**config.mk**
```make
export PLATFORM = sky130hd
export DESIGN_NAME = dma_descriptor_queue_pair
export DESIGN_NICKNAME = d
export VERILOG_FILES = /design/src/hw/rtl/ddq_pkg.sv /design/src/hw/rtl/ddq_ctrl.sv /design/src/hw/rtl/ddq_datapath.sv /design/src/hw/rtl/dma_descriptor_queue_pair.sv
export SDC_FILE = /design/constraint.sdc
export NUM_CORES = 2
export LEC_CHECK = 0
export BUFFER_PORTS_ARGS = -buffer_cell sky130_fd_sc_hd__buf_2
export CAP_MARGIN = 20
export CELL_PAD_IN_SITES_DETAIL_PLACEMENT = 1
export CELL_PAD_IN_SITES_GLOBAL_PLACEMENT = 1
export CORE_UTILIZATION = 45
export DETAILED_ROUTE_END_ITERATION = 8
export PLACE_DENSITY_LB_ADDON = 0.12
export SYNTH_ARGS = -nofsm -noshare
export SYNTH_HDL_FRONTEND = slang
export SYNTH_HIERARCHICAL = 1
export SYNTH_SLANG_ARGS = --single-unit
```
**constraint.sdc**
```tcl
create_clock -name aclk -period 14.09 [get_ports aclk]
set_input_delay 2.818 -clock aclk [delete_from_list [all_inputs] [get_ports aclk]]
set_output_delay 2.818 -clock aclk [all_outputs]
set_load 0.01 [all_outputs]
```
**src/hw/rtl/ddq_pkg.sv**
```systemverilog
`timescale 1ns / 1ps
`default_nettype none
// ----------------------------------------------------------------------------
// DMA descriptor queue pair package
// Shared request and status codes, controller states and the command and
// status groups that join the controller and the datapath.
// ----------------------------------------------------------------------------
package ddq_pkg;

    localparam int REQ_W    = 3;
    localparam int STATUS_W = 3;

    // Low size bits that must be zero for a 32 KiB multiple.
    localparam int PAGE_GRAN_BITS = 15;
    // Low offset bits that must be zero for 4-byte alignment.
    localparam int ALIGN_BITS     = 2;

    localparam logic [REQ_W-1:0] REQ_PUSH  = 3'd0;
    localparam logic [REQ_W-1:0] REQ_POP   = 3'd1;
    localparam logic [REQ_W-1:0] REQ_PEEK  = 3'd2;
    localparam logic [REQ_W-1:0] REQ_FILL  = 3'd3;
    localparam logic [REQ_W-1:0] REQ_CLEAR = 3'd4;

    localparam logic [STATUS_W-1:0] STAT_OK        = 3'd0;
    localparam logic [STATUS_W-1:0] STAT_PEND_FULL = 3'd1;
    localparam logic [STATUS_W-1:0] STAT_SIZE_ZERO = 3'd2;
    localparam logic [STATUS_W-1:0] STAT_SIZE_GRAN = 3'd3;
    localparam logic [STATUS_W-1:0] STAT_RANGE     = 3'd4;
    localparam logic [STATUS_W-1:0] STAT_ALIGN     = 3'd5;
    localparam logic [STATUS_W-1:0] STAT_EMPTY     = 3'd6;

    typedef enum logic [1:0] {
        S_IDLE,
        S_EXEC,
        S_FILL,
        S_RESP
    } state_t;

    typedef struct packed {
        logic capture;
        logic exec;
        logic fill_step;
        logic respond;
    } ctrl_cmd_t;

    typedef struct packed {
        logic in_valid;
        logic is_fill;
        logic fill_done;
        logic out_free;
    } ctrl_sts_t;

endpackage
`default_nettype wire

```
**src/hw/rtl/ddq_ctrl.sv**
```systemverilog
`timescale 1ns / 1ps
`default_nettype none
// ----------------------------------------------------------------------------
// DMA descriptor queue controller
// Sequences each request word through execute, fill (fill requests only) and response phases.
// ----------------------------------------------------------------------------
module ddq_ctrl (
    input  wire logic              aclk,
    input  wire logic              aresetn,
    input  wire ddq_pkg::ctrl_sts_t sts,
    output ddq_pkg::ctrl_cmd_t     cmd,
    output logic                   in_ready
);

    ddq_pkg::state_t state_reg;
    ddq_pkg::state_t state_next;

    always_ff @(posedge aclk) begin
        if (!aresetn) begin
            state_reg <= ddq_pkg::S_IDLE;
        end else begin
            state_reg <= state_next;
        end
    end

    always_comb begin
        state_next = state_reg;
        case (state_reg)
            ddq_pkg::S_IDLE: begin
                if (sts.in_valid) begin
                    state_next = ddq_pkg::S_EXEC;
                end
            end
            ddq_pkg::S_EXEC: begin
                state_next = sts.is_fill ? ddq_pkg::S_FILL : ddq_pkg::S_RESP;
            end
            ddq_pkg::S_FILL: begin
                if (sts.fill_done) begin
                    state_next = ddq_pkg::S_RESP;
                end
            end
            ddq_pkg::S_RESP: begin
                // A new word may be taken in the same cycle the result leaves.
                if (sts.out_free) begin
                    state_next = sts.in_valid ? ddq_pkg::S_EXEC : ddq_pkg::S_IDLE;
                end
            end
            default: begin
                state_next = ddq_pkg::S_IDLE;
            end
        endcase
    end

    always_comb begin
        in_ready      = 1'b0;
        cmd.exec      = 1'b0;
        cmd.fill_step = 1'b0;
        cmd.respond   = 1'b0;
        case (state_reg)
            ddq_pkg::S_IDLE: begin
                in_ready = 1'b1;
            end
            ddq_pkg::S_EXEC: begin
                cmd.exec = 1'b1;
            end
            ddq_pkg::S_FILL: begin
                cmd.fill_step = !sts.fill_done;
            end
            ddq_pkg::S_RESP: begin
                in_ready    = sts.out_free;
                cmd.respond = sts.out_free;
            end
            default: begin
                in_ready = 1'b0;
            end
        endcase
        cmd.capture = in_ready && sts.in_valid;
    end

endmodule
`default_nettype wire

```
**src/hw/rtl/ddq_datapath.sv**
```systemverilog
`timescale 1ns / 1ps
`default_nettype none
// ----------------------------------------------------------------------------
// DMA descriptor queue datapath
// Descriptor memories, queue pointers, push validation and result register.
// ----------------------------------------------------------------------------
module ddq_datapath #(
    parameter int PENDING_DEPTH  = 16,
    parameter int DONE_DEPTH     = 32,
    parameter int BYTE_ADDR_BITS = 36,
    parameter int PCW            = $clog2(PENDING_DEPTH + 1),
    parameter int DCW            = $clog2(DONE_DEPTH + 1)
) (
    input  wire logic                         aclk,
    input  wire logic                         aresetn,
    input  wire ddq_pkg::ctrl_cmd_t           cmd,
    output ddq_pkg::ctrl_sts_t                sts,
    input  wire logic                         in_valid,
    input  wire logic [ddq_pkg::REQ_W-1:0]    in_req,
    input  wire logic [BYTE_ADDR_BITS-1:0]    in_offset,
    input  wire logic [BYTE_ADDR_BITS-1:0]    in_size,
    input  wire logic                         cfg_we,
    input  wire logic [BYTE_ADDR_BITS-1:0]    cfg_wdata,
    output logic                              out_valid,
    input  wire logic                         out_ready_in,
    output logic [ddq_pkg::STATUS_W-1:0]      out_status,
    output logic [BYTE_ADDR_BITS-1:0]         out_offset,
    output logic [BYTE_ADDR_BITS-1:0]         out_size,
    output logic                              out_desc_ready,
    output logic [PCW-1:0]                    out_transfer_free,
    output logic [DCW-1:0]                    out_ready_count
);

    localparam int A   = BYTE_ADDR_BITS;
    localparam int PAW = $clog2(PENDING_DEPTH);
    localparam int DAW = $clog2(DONE_DEPTH);

    // Memories hold {size, offset}.
    logic [2*A-1:0] pend_mem [PENDING_DEPTH];
    logic [2*A-1:0] done_mem [DONE_DEPTH];

    logic [ddq_pkg::REQ_W-1:0]    req_reg;
    logic [A-1:0]                 off_reg;
    logic [A-1:0]                 size_reg;
    logic [A-1:0]                 buf_size_reg;
    logic [ddq_pkg::STATUS_W-1:0] push_st_reg, push_st_next;

    logic [PAW-1:0] pend_head_reg, pend_head_next;
    logic [PAW-1:0] pend_tail_reg, pend_tail_next;
    logic [PCW-1:0] pend_count_reg, pend_count_next;
    logic [DAW-1:0] done_head_reg, done_head_next;
    logic [DAW-1:0] done_tail_reg, done_tail_next;
    logic [DCW-1:0] done_count_reg, done_count_next;

    logic [2*A-1:0] pend_rd_reg;
    logic [2*A-1:0] done_rd_reg;

    logic                         m_valid_reg, m_valid_next;
    logic [ddq_pkg::STATUS_W-1:0] m_status_reg;
    logic [A-1:0]                 m_offset_reg;
    logic [A-1:0]                 m_size_reg;
    logic                         m_desc_ready_reg;
    logic [PCW-1:0]               m_free_reg;
    logic [DCW-1:0]               m_count_reg;

    logic                         pend_we;
    logic                         done_we;
    logic                         is_push, is_pop, is_peek, is_clear;
    logic                         pend_full, done_full, done_empty;
    logic                         desc_hit;
    logic [ddq_pkg::STATUS_W-1:0] check_st;
    logic [ddq_pkg::STATUS_W-1:0] resp_st;
    logic                         out_free;

    assign is_push  = (req_reg == ddq_pkg::REQ_PUSH);
    assign is_pop   = (req_reg == ddq_pkg::REQ_POP);
    assign is_peek  = (req_reg == ddq_pkg::REQ_PEEK);
    assign is_clear = (req_reg == ddq_pkg::REQ_CLEAR);

    assign pend_full  = (pend_count_reg == PCW'(PENDING_DEPTH));
    assign done_full  = (done_count_reg == DCW'(DONE_DEPTH));
    assign done_empty = (done_count_reg == '0);
    assign desc_hit   = (is_pop || is_peek) && !done_empty;
    assign out_free   = !m_valid_reg || out_ready_in;

    assign sts.in_valid  = in_valid;
    assign sts.is_fill   = (req_reg == ddq_pkg::REQ_FILL);
    assign sts.fill_done = (pend_count_reg == '0) || done_full;
    assign sts.out_free  = out_free;

    // Push checks in priority order; the range test avoids a wrapping sum.
    always_comb begin
        if (pend_full) begin
            check_st = ddq_pkg::STAT_PEND_FULL;
        end else if (size_reg == '0) begin
            check_st = ddq_pkg::STAT_SIZE_ZERO;
        end else if (size_reg[ddq_pkg::PAGE_GRAN_BITS-1:0] != '0) begin
            check_st = ddq_pkg::STAT_SIZE_GRAN;
        end else if (size_reg > buf_size_reg || off_reg > (buf_size_reg - size_reg)) begin
            check_st = ddq_pkg::STAT_RANGE;
        end else if (off_reg[ddq_pkg::ALIGN_BITS-1:0] != '0) begin
            check_st = ddq_pkg::STAT_ALIGN;
        end else begin
            check_st = ddq_pkg::STAT_OK;
        end
    end

    always_comb begin
        if (is_push) begin
            resp_st = push_st_reg;
        end else if ((is_pop || is_peek) && done_empty) begin
            resp_st = ddq_pkg::STAT_EMPTY;
        end else begin
            resp_st = ddq_pkg::STAT_OK;
        end
    end

    always_comb begin
        pend_head_next  = pend_head_reg;
        pend_tail_next  = pend_tail_reg;
        pend_count_next = pend_count_reg;
        done_head_next  = done_head_reg;
        done_tail_next  = done_tail_reg;
        done_count_next = done_count_reg;
        push_st_next    = push_st_reg;
        pend_we         = 1'b0;
        done_we         = 1'b0;
        m_valid_next    = m_valid_reg && !out_ready_in;

        if (cmd.exec) begin
            if (is_push) begin
                push_st_next = check_st;
                if (check_st == ddq_pkg::STAT_OK) begin
                    pend_we         = 1'b1;
                    pend_tail_next  = (pend_tail_reg == PAW'(PENDING_DEPTH - 1)) ?
                                      '0 : pend_tail_reg + 1'b1;
                    pend_count_next = pend_count_reg + 1'b1;
                end
            end else if (is_clear) begin
                pend_head_next  = '0;
                pend_tail_next  = '0;
                pend_count_next = '0;
                done_head_next  = '0;
                done_tail_next  = '0;
                done_count_next = '0;
            end
        end

        if (cmd.fill_step) begin
            done_we         = 1'b1;
            pend_head_next  = (pend_head_reg == PAW'(PENDING_DEPTH - 1)) ?
                              '0 : pend_head_reg + 1'b1;
            pend_count_next = pend_count_reg - 1'b1;
            done_tail_next  = (done_tail_reg == DAW'(DONE_DEPTH - 1)) ?
                              '0 : done_tail_reg + 1'b1;
            done_count_next = done_count_reg + 1'b1;
        end

        if (cmd.respond) begin
            m_valid_next = 1'b1;
            if (is_pop && !done_empty) begin
                done_head_next  = (done_head_reg == DAW'(DONE_DEPTH - 1)) ?
                                  '0 : done_head_reg + 1'b1;
                done_count_next = done_count_reg - 1'b1;
            end
        end
    end

    // Read ports are addressed by the next head, so each read register follows
    // every pointer move; data from a memory write is read back once it has landed.
    always_ff @(posedge aclk) begin
        if (pend_we) begin
            pend_mem[pend_tail_reg] <= {size_reg, off_reg};
        end
        pend_rd_reg <= pend_mem[pend_head_next];
    end

    always_ff @(posedge aclk) begin
        if (done_we) begin
            done_mem[done_tail_reg] <= pend_rd_reg;
        end
        done_rd_reg <= done_mem[done_head_next];
    end

    always_ff @(posedge aclk) begin
        if (!aresetn) begin
            buf_size_reg   <= '0;
            pend_head_reg  <= '0;
            pend_tail_reg  <= '0;
            pend_count_reg <= '0;
            done_head_reg  <= '0;
            done_tail_reg  <= '0;
            done_count_reg <= '0;
            m_valid_reg    <= 1'b0;
        end else begin
            if (cfg_we) begin
                buf_size_reg <= cfg_wdata;
            end
            pend_head_reg  <= pend_head_next;
            pend_tail_reg  <= pend_tail_next;
            pend_count_reg <= pend_count_next;
            done_head_reg  <= done_head_next;
            done_tail_reg  <= done_tail_next;
            done_count_reg <= done_count_next;
            m_valid_reg    <= m_valid_next;
        end
    end

    always_ff @(posedge aclk) begin
        push_st_reg <= push_st_next;
        if (cmd.capture) begin
            req_reg  <= in_req;
            off_reg  <= in_offset;
            size_reg <= in_size;
        end
        if (cmd.respond) begin
            m_status_reg     <= resp_st;
            m_offset_reg     <= desc_hit ? done_rd_reg[A-1:0] : '0;
            m_size_reg       <= desc_hit ? done_rd_reg[2*A-1:A] : '0;
            m_desc_ready_reg <= desc_hit;
            m_free_reg       <= PCW'(PENDING_DEPTH) - pend_count_next;
            m_count_reg      <= done_count_next;
        end
    end

    assign out_valid         = m_valid_reg;
    assign out_status        = m_status_reg;
    assign out_offset        = m_offset_reg;
    assign out_size          = m_size_reg;
    assign out_desc_ready    = m_desc_ready_reg;
    assign out_transfer_free = m_free_reg;
    assign out_ready_count   = m_count_reg;

endmodule
`default_nettype wire

```
**src/hw/rtl/dma_descriptor_queue_pair.sv**
```systemverilog
`timescale 1ns / 1ps
`default_nettype none
// ----------------------------------------------------------------------------
// DMA descriptor queue pair
// Pending and done descriptor FIFOs with push validation, fill, pop and peek.
//
//   Channel   Direction  Contents
//   s_axis    in         tuser: req_type; tdata: page_offset, page_size
//   m_axis    out        tuser: status; tdata: descriptor, free slots, count
//   cfg       in         buffer_size write
//
// Push, pop, peek, clear and unknown requests pass through the execute and
// response states; a fill adds a fill state that moves descriptors one at a
// time, as the done memory has a single write port.
// Reset clears the queue pointers, counts and buffer_size; memory contents are
// left as they are. A word is accepted while the previous result still waits,
// and the next result then holds until m_axis_tready frees the register.
// ----------------------------------------------------------------------------
module dma_descriptor_queue_pair #(
    parameter int PENDING_DEPTH  = 16,
    parameter int DONE_DEPTH     = 32,
    parameter int BYTE_ADDR_BITS = 36
) (
    input  wire logic                         aclk,
    input  wire logic                         aresetn,
    input  wire logic                         s_axis_tvalid,
    output logic                              s_axis_tready,
    // page_offset, page_size
    input  wire logic [((2 * BYTE_ADDR_BITS + 7) / 8) * 8 - 1:0] s_axis_tdata,
    // req_type
    input  wire logic [ddq_pkg::REQ_W-1:0]    s_axis_tuser,
    output logic                              m_axis_tvalid,
    input  wire logic                         m_axis_tready,
    // out_offset, out_size, out_received, out_ready, transfer_free, ready_count
    output logic [((3 * BYTE_ADDR_BITS + 1 + $clog2(PENDING_DEPTH + 1)
                    + $clog2(DONE_DEPTH + 1) + 7) / 8) * 8 - 1:0] m_axis_tdata,
    // status
    output logic [ddq_pkg::STATUS_W-1:0]      m_axis_tuser,
    input  wire logic                         cfg_we,
    input  wire logic [BYTE_ADDR_BITS-1:0]    cfg_wdata
);

    localparam int A           = BYTE_ADDR_BITS;
    localparam int PCW         = $clog2(PENDING_DEPTH + 1);
    localparam int DCW         = $clog2(DONE_DEPTH + 1);
    localparam int OUT_BITS    = 3 * A + 1 + PCW + DCW;
    localparam int OUT_TDATA_W = ((OUT_BITS + 7) / 8) * 8;

    ddq_pkg::ctrl_cmd_t cmd;
    ddq_pkg::ctrl_sts_t sts;

    logic [A-1:0]   res_offset;
    logic [A-1:0]   res_size;
    logic           res_desc_ready;
    logic [PCW-1:0] res_free;
    logic [DCW-1:0] res_count;

    ddq_ctrl u_ctrl (
        .aclk     (aclk),
        .aresetn  (aresetn),
        .sts      (sts),
        .cmd      (cmd),
        .in_ready (s_axis_tready)
    );

    ddq_datapath #(
        .PENDING_DEPTH  (PENDING_DEPTH),
        .DONE_DEPTH     (DONE_DEPTH),
        .BYTE_ADDR_BITS (BYTE_ADDR_BITS),
        .PCW            (PCW),
        .DCW            (DCW)
    ) u_datapath (
        .aclk              (aclk),
        .aresetn           (aresetn),
        .cmd               (cmd),
        .sts               (sts),
        .in_valid          (s_axis_tvalid),
        .in_req            (s_axis_tuser),
        .in_offset         (s_axis_tdata[A-1:0]),
        .in_size           (s_axis_tdata[2*A-1:A]),
        .cfg_we            (cfg_we),
        .cfg_wdata         (cfg_wdata),
        .out_valid         (m_axis_tvalid),
        .out_ready_in      (m_axis_tready),
        .out_status        (m_axis_tuser),
        .out_offset        (res_offset),
        .out_size          (res_size),
        .out_desc_ready    (res_desc_ready),
        .out_transfer_free (res_free),
        .out_ready_count   (res_count)
    );

    // Every moved descriptor is received in full, so received equals size.
    assign m_axis_tdata = OUT_TDATA_W'(OUT_BITS'({res_count, res_free, res_desc_ready,
                                                  res_size, res_size, res_offset}));

endmodule
`default_nettype wire

```
### Word-level counts from Yosys, hierarchy flattened

Memories as Yosys holds them, arrays and structs flattened. A register that Yosys moved wholly into a read port is not among the register bits.
Index checks and enable logic that the tools add are counted.
W data, S select, Z words.

| operators by class | value |
|---|---|
| muxes and demuxes | 57 |
| order comparisons | 2 |
| eq/ne operators | 18 |
| reductions and logical operators | 28 |
| $add $sub $neg | 10 |

Operators by type and width:

| operator | count |
|---|---|
| $mux W5 | 16 |
| $gt A36 B36 Y1 | 2 |
| $logic_not A36 Y1 | 1 |
| $mux W4 | 9 |
| $mux W6 | 6 |
| $sub A36 B36 Y36 | 1 |
| $mux W3 | 7 |
| $add A5 B1 Y5 const B | 3 |
| $eq A5 B5 Y1 const B | 3 |
| $reduce_bool A15 Y1 | 1 |
| $mux W1 | 14 |
| $reduce_and A3 Y1 | 3 |
| $add A4 B1 Y4 const B | 2 |
| $eq A4 B4 Y1 const B | 2 |
| $pmux W2 S4 | 1 |
| $reduce_bool A2 Y1 | 4 |
| $add A6 B1 Y6 const B | 1 |
| $eq A3 B2 Y1 const B | 2 |
| $eq A6 B6 Y1 const B | 1 |
| $logic_not A3 Y1 | 2 |
| $logic_not A6 Y1 | 1 |
| $mux W2 | 3 |
| $ne A2 B2 Y1 const B | 3 |
| $sub A6 B1 Y6 const B | 1 |
| 14 further kinds | 26 |

| storage, ports and cells | value |
|---|---|
| bits of input ports | 116 |
| word-level logic and storage cells | 136 |
| memory bits (writable) | 3456 |
| register bits after elaboration | 233 |
| output and inout port bits | 125 |
| memories | 2 |

Memories:

| name | depth | bits a word | read ports | clocked after Yosys merged registers in | write ports | line | RTL |
|---|---|---|---|---|---|---|---|
| u_datapath.done_mem | 32 | 72 | 1 | 1 | 1 | ddq_datapath.sv:40 | `logic [2*A-1:0] done_mem [DONE_DEPTH];` |
| u_datapath.pend_mem | 16 | 72 | 1 | 1 | 1 | ddq_datapath.sv:39 | `logic [2*A-1:0] pend_mem [PENDING_DEPTH];` |

### Depth between registers and ports, before layout

| depth | value |
|---|---|
| word-level depth | 13 |
| depth in mapped cells | 27 |
| mapped depth without buffers | 27 |

### Hierarchy

The synthesis kept the hierarchy.

Modules (own cells, without submodules):

| module | times used | area an instance (um^2) | cells an instance | sequential area each (um^2) |
|---|---|---|---|---|
| ddq_datapath | 1 | 150948.5 | 11069 | 112938.3 |
| dma_descriptor_queue_pair | 1 | 277.8 | 37 | 0.0 |
| ddq_ctrl | 1 | 202.7 | 24 | 40.0 |

### Least setup slack after synthesis

OpenSTA, ideal clock, no wires.

| timing path | value |
|---|---|
| path kind | input-to-reg |
| start | input port m_axis_tready |
| end | register u_datapath.done_rd_reg[0], read port of u_datapath.done_mem |
| slack | 6.358 ns |
| stages | 14 |
| required time | 13.976 ns |
| arrival time | 7.618 ns |
| setup time | 0.114 ns |
| buffers on the path | 4 |
| cell sequence | nand2b_1 > buf_4 > and2_1 > o2111ai_4 > or2_2 > nor2_1 > a21o_1 > buf_2 > buf_2 > clkbuf_1 > a311oi_1 > a311oi_1 > a21oi_1 > a21o_1 |

RTL lines:

| element | line | RTL |
|---|---|---|
| from (decl) | dma_descriptor_queue_pair.sv:33 | `input wire logic m_axis_tready,` |
| to (decl) | ddq_datapath.sv:56 | `logic [2*A-1:0] done_rd_reg;` |

### Worst setup path after layout

| timing path | value |
|---|---|
| start | register u_datapath.size_reg[1] |
| end | memory u_datapath/pend_mem[8][28] in the netlist's numbering, enable pin |

| on the way | value |
|---|---|
| longest elaborated chain between the ends | 13 |
| elaborated cells on any way between the ends | 16 |
| those cells by class | add/sub (1); order compare (2); mux (9); reduce/logical (4) |

Ends and longest elaborated chain:

| element | line | RTL |
|---|---|---|
| from (decl) | ddq_datapath.sv:44 | `logic [A-1:0] size_reg;` |
| from (signal assigned) | ddq_datapath.sv:214 | `size_reg <= in_size;` |
| $sub A36 B36 Y36 | ddq_datapath.sv:99 | `end else if (size_reg > buf_size_reg \|\| off_reg > (buf_size_reg - size_reg)) begin` |
| $gt A36 B36 Y1 | ddq_datapath.sv:99 |  |
| $logic_or A1 B1 Y1 | ddq_datapath.sv:99 |  |
| $mux W3 | ddq_datapath.sv:99 |  |
| $mux W3 | ddq_datapath.sv:97 | `end else if (size_reg[ddq_pkg::PAGE_GRAN_BITS-1:0] != '0) begin` |
| $mux W3 (*) | ddq_datapath.sv:95 | `end else if (size_reg == '0) begin` |
| $mux W3 (*) | ddq_datapath.sv:93 | `if (pend_full) begin` |
| $logic_not A3 Y1 (*) | ddq_datapath.sv:133 | `if (check_st == ddq_pkg::STAT_OK) begin` |
| $mux W1 (*) | ddq_datapath.sv:133 |  |
| $mux W1 (*) | ddq_datapath.sv:131 | `if (is_push) begin` |
| $mux W1 (*) | ddq_datapath.sv:130 | `if (cmd.exec) begin` |
| $mux W1 (*) | ddq_datapath.sv:172 | `if (pend_we) begin` |
| $mux W1 (implied by the code) (*) | ddq_datapath.sv:173 | `pend_mem[pend_tail_reg] <= {size_reg, off_reg};` |
| to (decl) | ddq_datapath.sv:39 |  |

Mark *: on every way between the ends. The rest lies on a longest branch, timed or not.

==> flow_metrics.env <==
export IMPL_busiest_layer="met2"
export IMPL_ys_types=70
export IMPL_gr_total_overflow=0
export IMPL_fp_dieH_um=582.1
export IMPL_finalWorstPathRequiredPeriod_ns=8.979
export IMPL_slew_violations=0
export IMPL_met3_usage_pct=2.806
export IMPL_wl_per_cell_um=28.84
export IMPL_hold_violations=0
export IMPL_max_freq_mhz=111.4
export IMPL_vias=94710
export IMPL_drcViolationCount=0
export IMPL_r2r_end="u_datapath/pend_mem[8][28]"
export IMPL_reg2reg_slack_ns=5.11
export IMPL_leakage_nw=58.05
export IMPL_ys_async_sr_fraction_pct=0
export IMPL_post_cts_repair_setup_buffers=0
export IMPL_rsz0062_at_grt="no"
export IMPL_cts_buffers=403
export IMPL_initial_core_util_pct=45.31
export IMPL_post_cts_resized=0
export IMPL_holdPathStages=1
export IMPL_fin_tns_setup_ns=0
export IMPL_met2_usage_pct=44.98
export IMPL_synth_area_um2=151400
export IMPL_cts_tree="yes"
export IMPL_yosysSeqAreaShare_pct=74.61
export IMPL_nets=11380
export IMPL_period_share_pct=63.72
export IMPL_worstSetupPathType="register to register"
export IMPL_first_iter_violations=8510
export IMPL_worstMarginPinSlew_ns=1.242
export IMPL_dpl_instance_area_um2=156800
export IMPL_grt_usage_pct=26.54
export IMPL_grt_pass1_vias=97320
export IMPL_arrival_ns=9.52
export IMPL_hp_start="u_datapath/done_rd_reg[48]"
export IMPL_die_w_um=582.1
export IMPL_largest_reg_flops=2304
export IMPL_synth_fp_nets=11340
export IMPL_status="completed"
export IMPL_cp_start_kind="register"
export IMPL_core_area_um2=334200
export IMPL_clk_path_buf_depth=4
export IMPL_yosys_warnings=6
export IMPL_stdcell_area_um2=170600
export IMPL_synthFlopType="edfxtp_1"
export IMPL_synth_edf_count=3621
export IMPL_slew_headroom_pct=17.17
export IMPL_detail_route_first_pass_iterations=5
export IMPL_htreeDepth=5
export IMPL_syn_avg_cell_area_um2=13.61
export IMPL_drive_above_1_share_pct=9.621
export IMPL_worstSkewPairLatency_ns=0.96
export IMPL_grt_max_degree=177
export IMPL_ys_seq_elements=3833
export IMPL_portBuffers=240
export IMPL_p_per_area_nw_per_um2=143.0
export IMPL_area_delta_synth_final_pct=12.66
export IMPL_finalSetupViolCount=0
export IMPL_ys_top_cells_by_area="edfxtp_1, nand2_1, a311oi_1"
export IMPL_grt_pass1_wl_um=665200
export IMPL_r2r_start="u_datapath/size_reg[1]"
export IMPL_final_common_cell="edfxtp_1"
export IMPL_root_buffer="clkbuf_16"
export IMPL_worstHoldPathType="register to register"
export IMPL_mostFrequentLayoutCells="edfxtp_1, nand2_1, nand3_1"
export IMPL_num_io_pins=241
export IMPL_cts_sinks=3833
export IMPL_rows=212
export IMPL_top_register="u_datapath/done_mem"
export IMPL_antenna_found_initial=24
export IMPL_netlist_instances=11130
export IMPL_critPathRequiredTime_ns=14.63
export IMPL_max_vdd_ir_drop_mv=0.1696
export IMPL_reg_top3="u_datapath/done_mem: 2304 flops, u_datapath/pend_mem: 1152 flops"
export IMPL_max_cap_violations=0
export IMPL_synth_top_area_share_pct=71.81
export IMPL_fin_skew_ns=0.05005
export IMPL_cts_hold_buf=0
export IMPL_wirelength_um=459000
export IMPL_r2r_cells=24
export IMPL_fin_util_pct=51.04
export IMPL_hpwlAfterDp_um=244900
export IMPL_synth_largest_area_cell="edfxtp_1"
export IMPL_ant_nets=0
export IMPL_cp_max_fo=37
export IMPL_cp_end_kind="register"
export IMPL_clk_pin_slew_worst_paths_ns=0.06
export IMPL_crit_start="u_datapath/size_reg[1]"
export IMPL_avgViaCountPerCell=5.951
export IMPL_dieArea_um2=338800
export IMPL_grtUsageMet1_pct=36.55
export IMPL_place_congestion=0.8102
export IMPL_whs_endpoint="u_datapath/out_size[12]"
export IMPL_holdWs_ns=0.4940
==> Yosys cell counts (13+ instances only) <==
master and n:
a311oi_1 576, nand4_1 13, buf_1 35, mux2i_1 41, and2_1 391, xnor2_1 18
clkbuf_1 471, and3_1 296, nand2b_1 14, ha_1 94, a21o_1 97, inv_1 67
a31oi_1 295, xor2_1 24, edfxtp_1 3621, dfxtp_1 212, buf_2 237, nor2b_1 53
buf_4 62, o21ai_0 39, a211oi_1 443, a21oi_1 272, nand3_1 603, nor3_1 19
nor2_1 84, nand2_1 2943
==> kinds of logic (layout without fill, tap and decap cells) <==
kind of cell | count (synthesis) | after routing | share of synthesized area [%]
adders and majority gates | 95 | 95 | 0.7899
buffers and inverters | 875 | 1261 | 2.533
muxes | 42 | 42 | 0.2784
AOI/OAI and AO/OA | 1775 | 1775 | 8.559
DFF | 3833 | 3833 | 74.61
xor gates and xnor gates | 42 | 42 | 0.2429
other | 0 | 11 | 0
and+or+nand+nor | 4468 | 4468 | 12.99
==> power breakdown <==
part	switching (mW)	leakage, nW	internal, mW	total (mW)
Combinational	0.513	17.2	0.241	0.754
Sequential	0.287	34.3	12.7	12.9
Clock	4.43	6.51	6.26	10.7
==> metrics by stage <==
stage                     worst slack [ns]  power [mW]  cells
after floorplan                      6.358       13.45  11130
after global placement               5.273       13.92  15130
after detailed placement             5.171       13.95  15130
after CTS                            5.133       24.59  15880
after global routing                 4.750       25.03  15910
final                                5.111       24.39  15910
==> worst max path at each step <==
| stage | slack, ns | cells past startpoint | end |
|---|---|---|---|
| finish | 5.11 | 24 | u_datapath/pend_mem[8][28] |
| global route | 4.75 | 24 | u_datapath/pend_mem[8][25] |
| CTS | 5.13 | 24 | u_datapath/pend_mem[8][32] |
| detailed placement | 5.17 | 24 | u_datapath/pend_mem[8][40] |
| global placement | 5.27 | 24 | u_datapath/pend_mem[8][43] |
| floorplan | 6.36 | 14 | u_datapath/done_rd_reg[0] |
==> layout make-up <==
type | instances | area (um^2)
fill | 32500 | 163600
sequential | 3833 | 113000
multi-input combinational | 6422 | 35020
clock buffer | 583 | 11520
tap | 4387 | 5489
timing repair buffer | 442 | 3568
clock inverter | 169 | 1738
inverter | 67 | 251.5
antenna | 11 | 27.53
==> per-layer routing <==
metal	up-vias	part of all wire [%]
li1	41680	-
met1	49720	43
met2	2685	49
met3	632	5.1
met4	0	2.6
met5	-	0
==> worst max-delay path, cell delays in order (launching register included) <==
cell and delay (ns):
edfxtp_1 0.79, inv_1 0.11, ha_1 0.30, nor2b_1 0.12, o21ai_0 0.12, a21oi_1 0.19, o21ai_0 0.17, a2111oi_0 0.77
o21ai_0 0.28, a21oi_1 0.27, nor2_1 0.11, o21ai_0 0.22, xnor2_1 0.16, ha_1 0.27, and2_1 0.18, a221o_1 0.29
a21oi_1 0.25, o31ai_1 0.15, nor4_1 0.53, a2bb2oi_2 0.77, nand2_1 0.13, nand4b_1 0.38, nor3b_1 0.51, and2_4 0.67
buf_4 0.72
(Power assumes the default switching activity.)
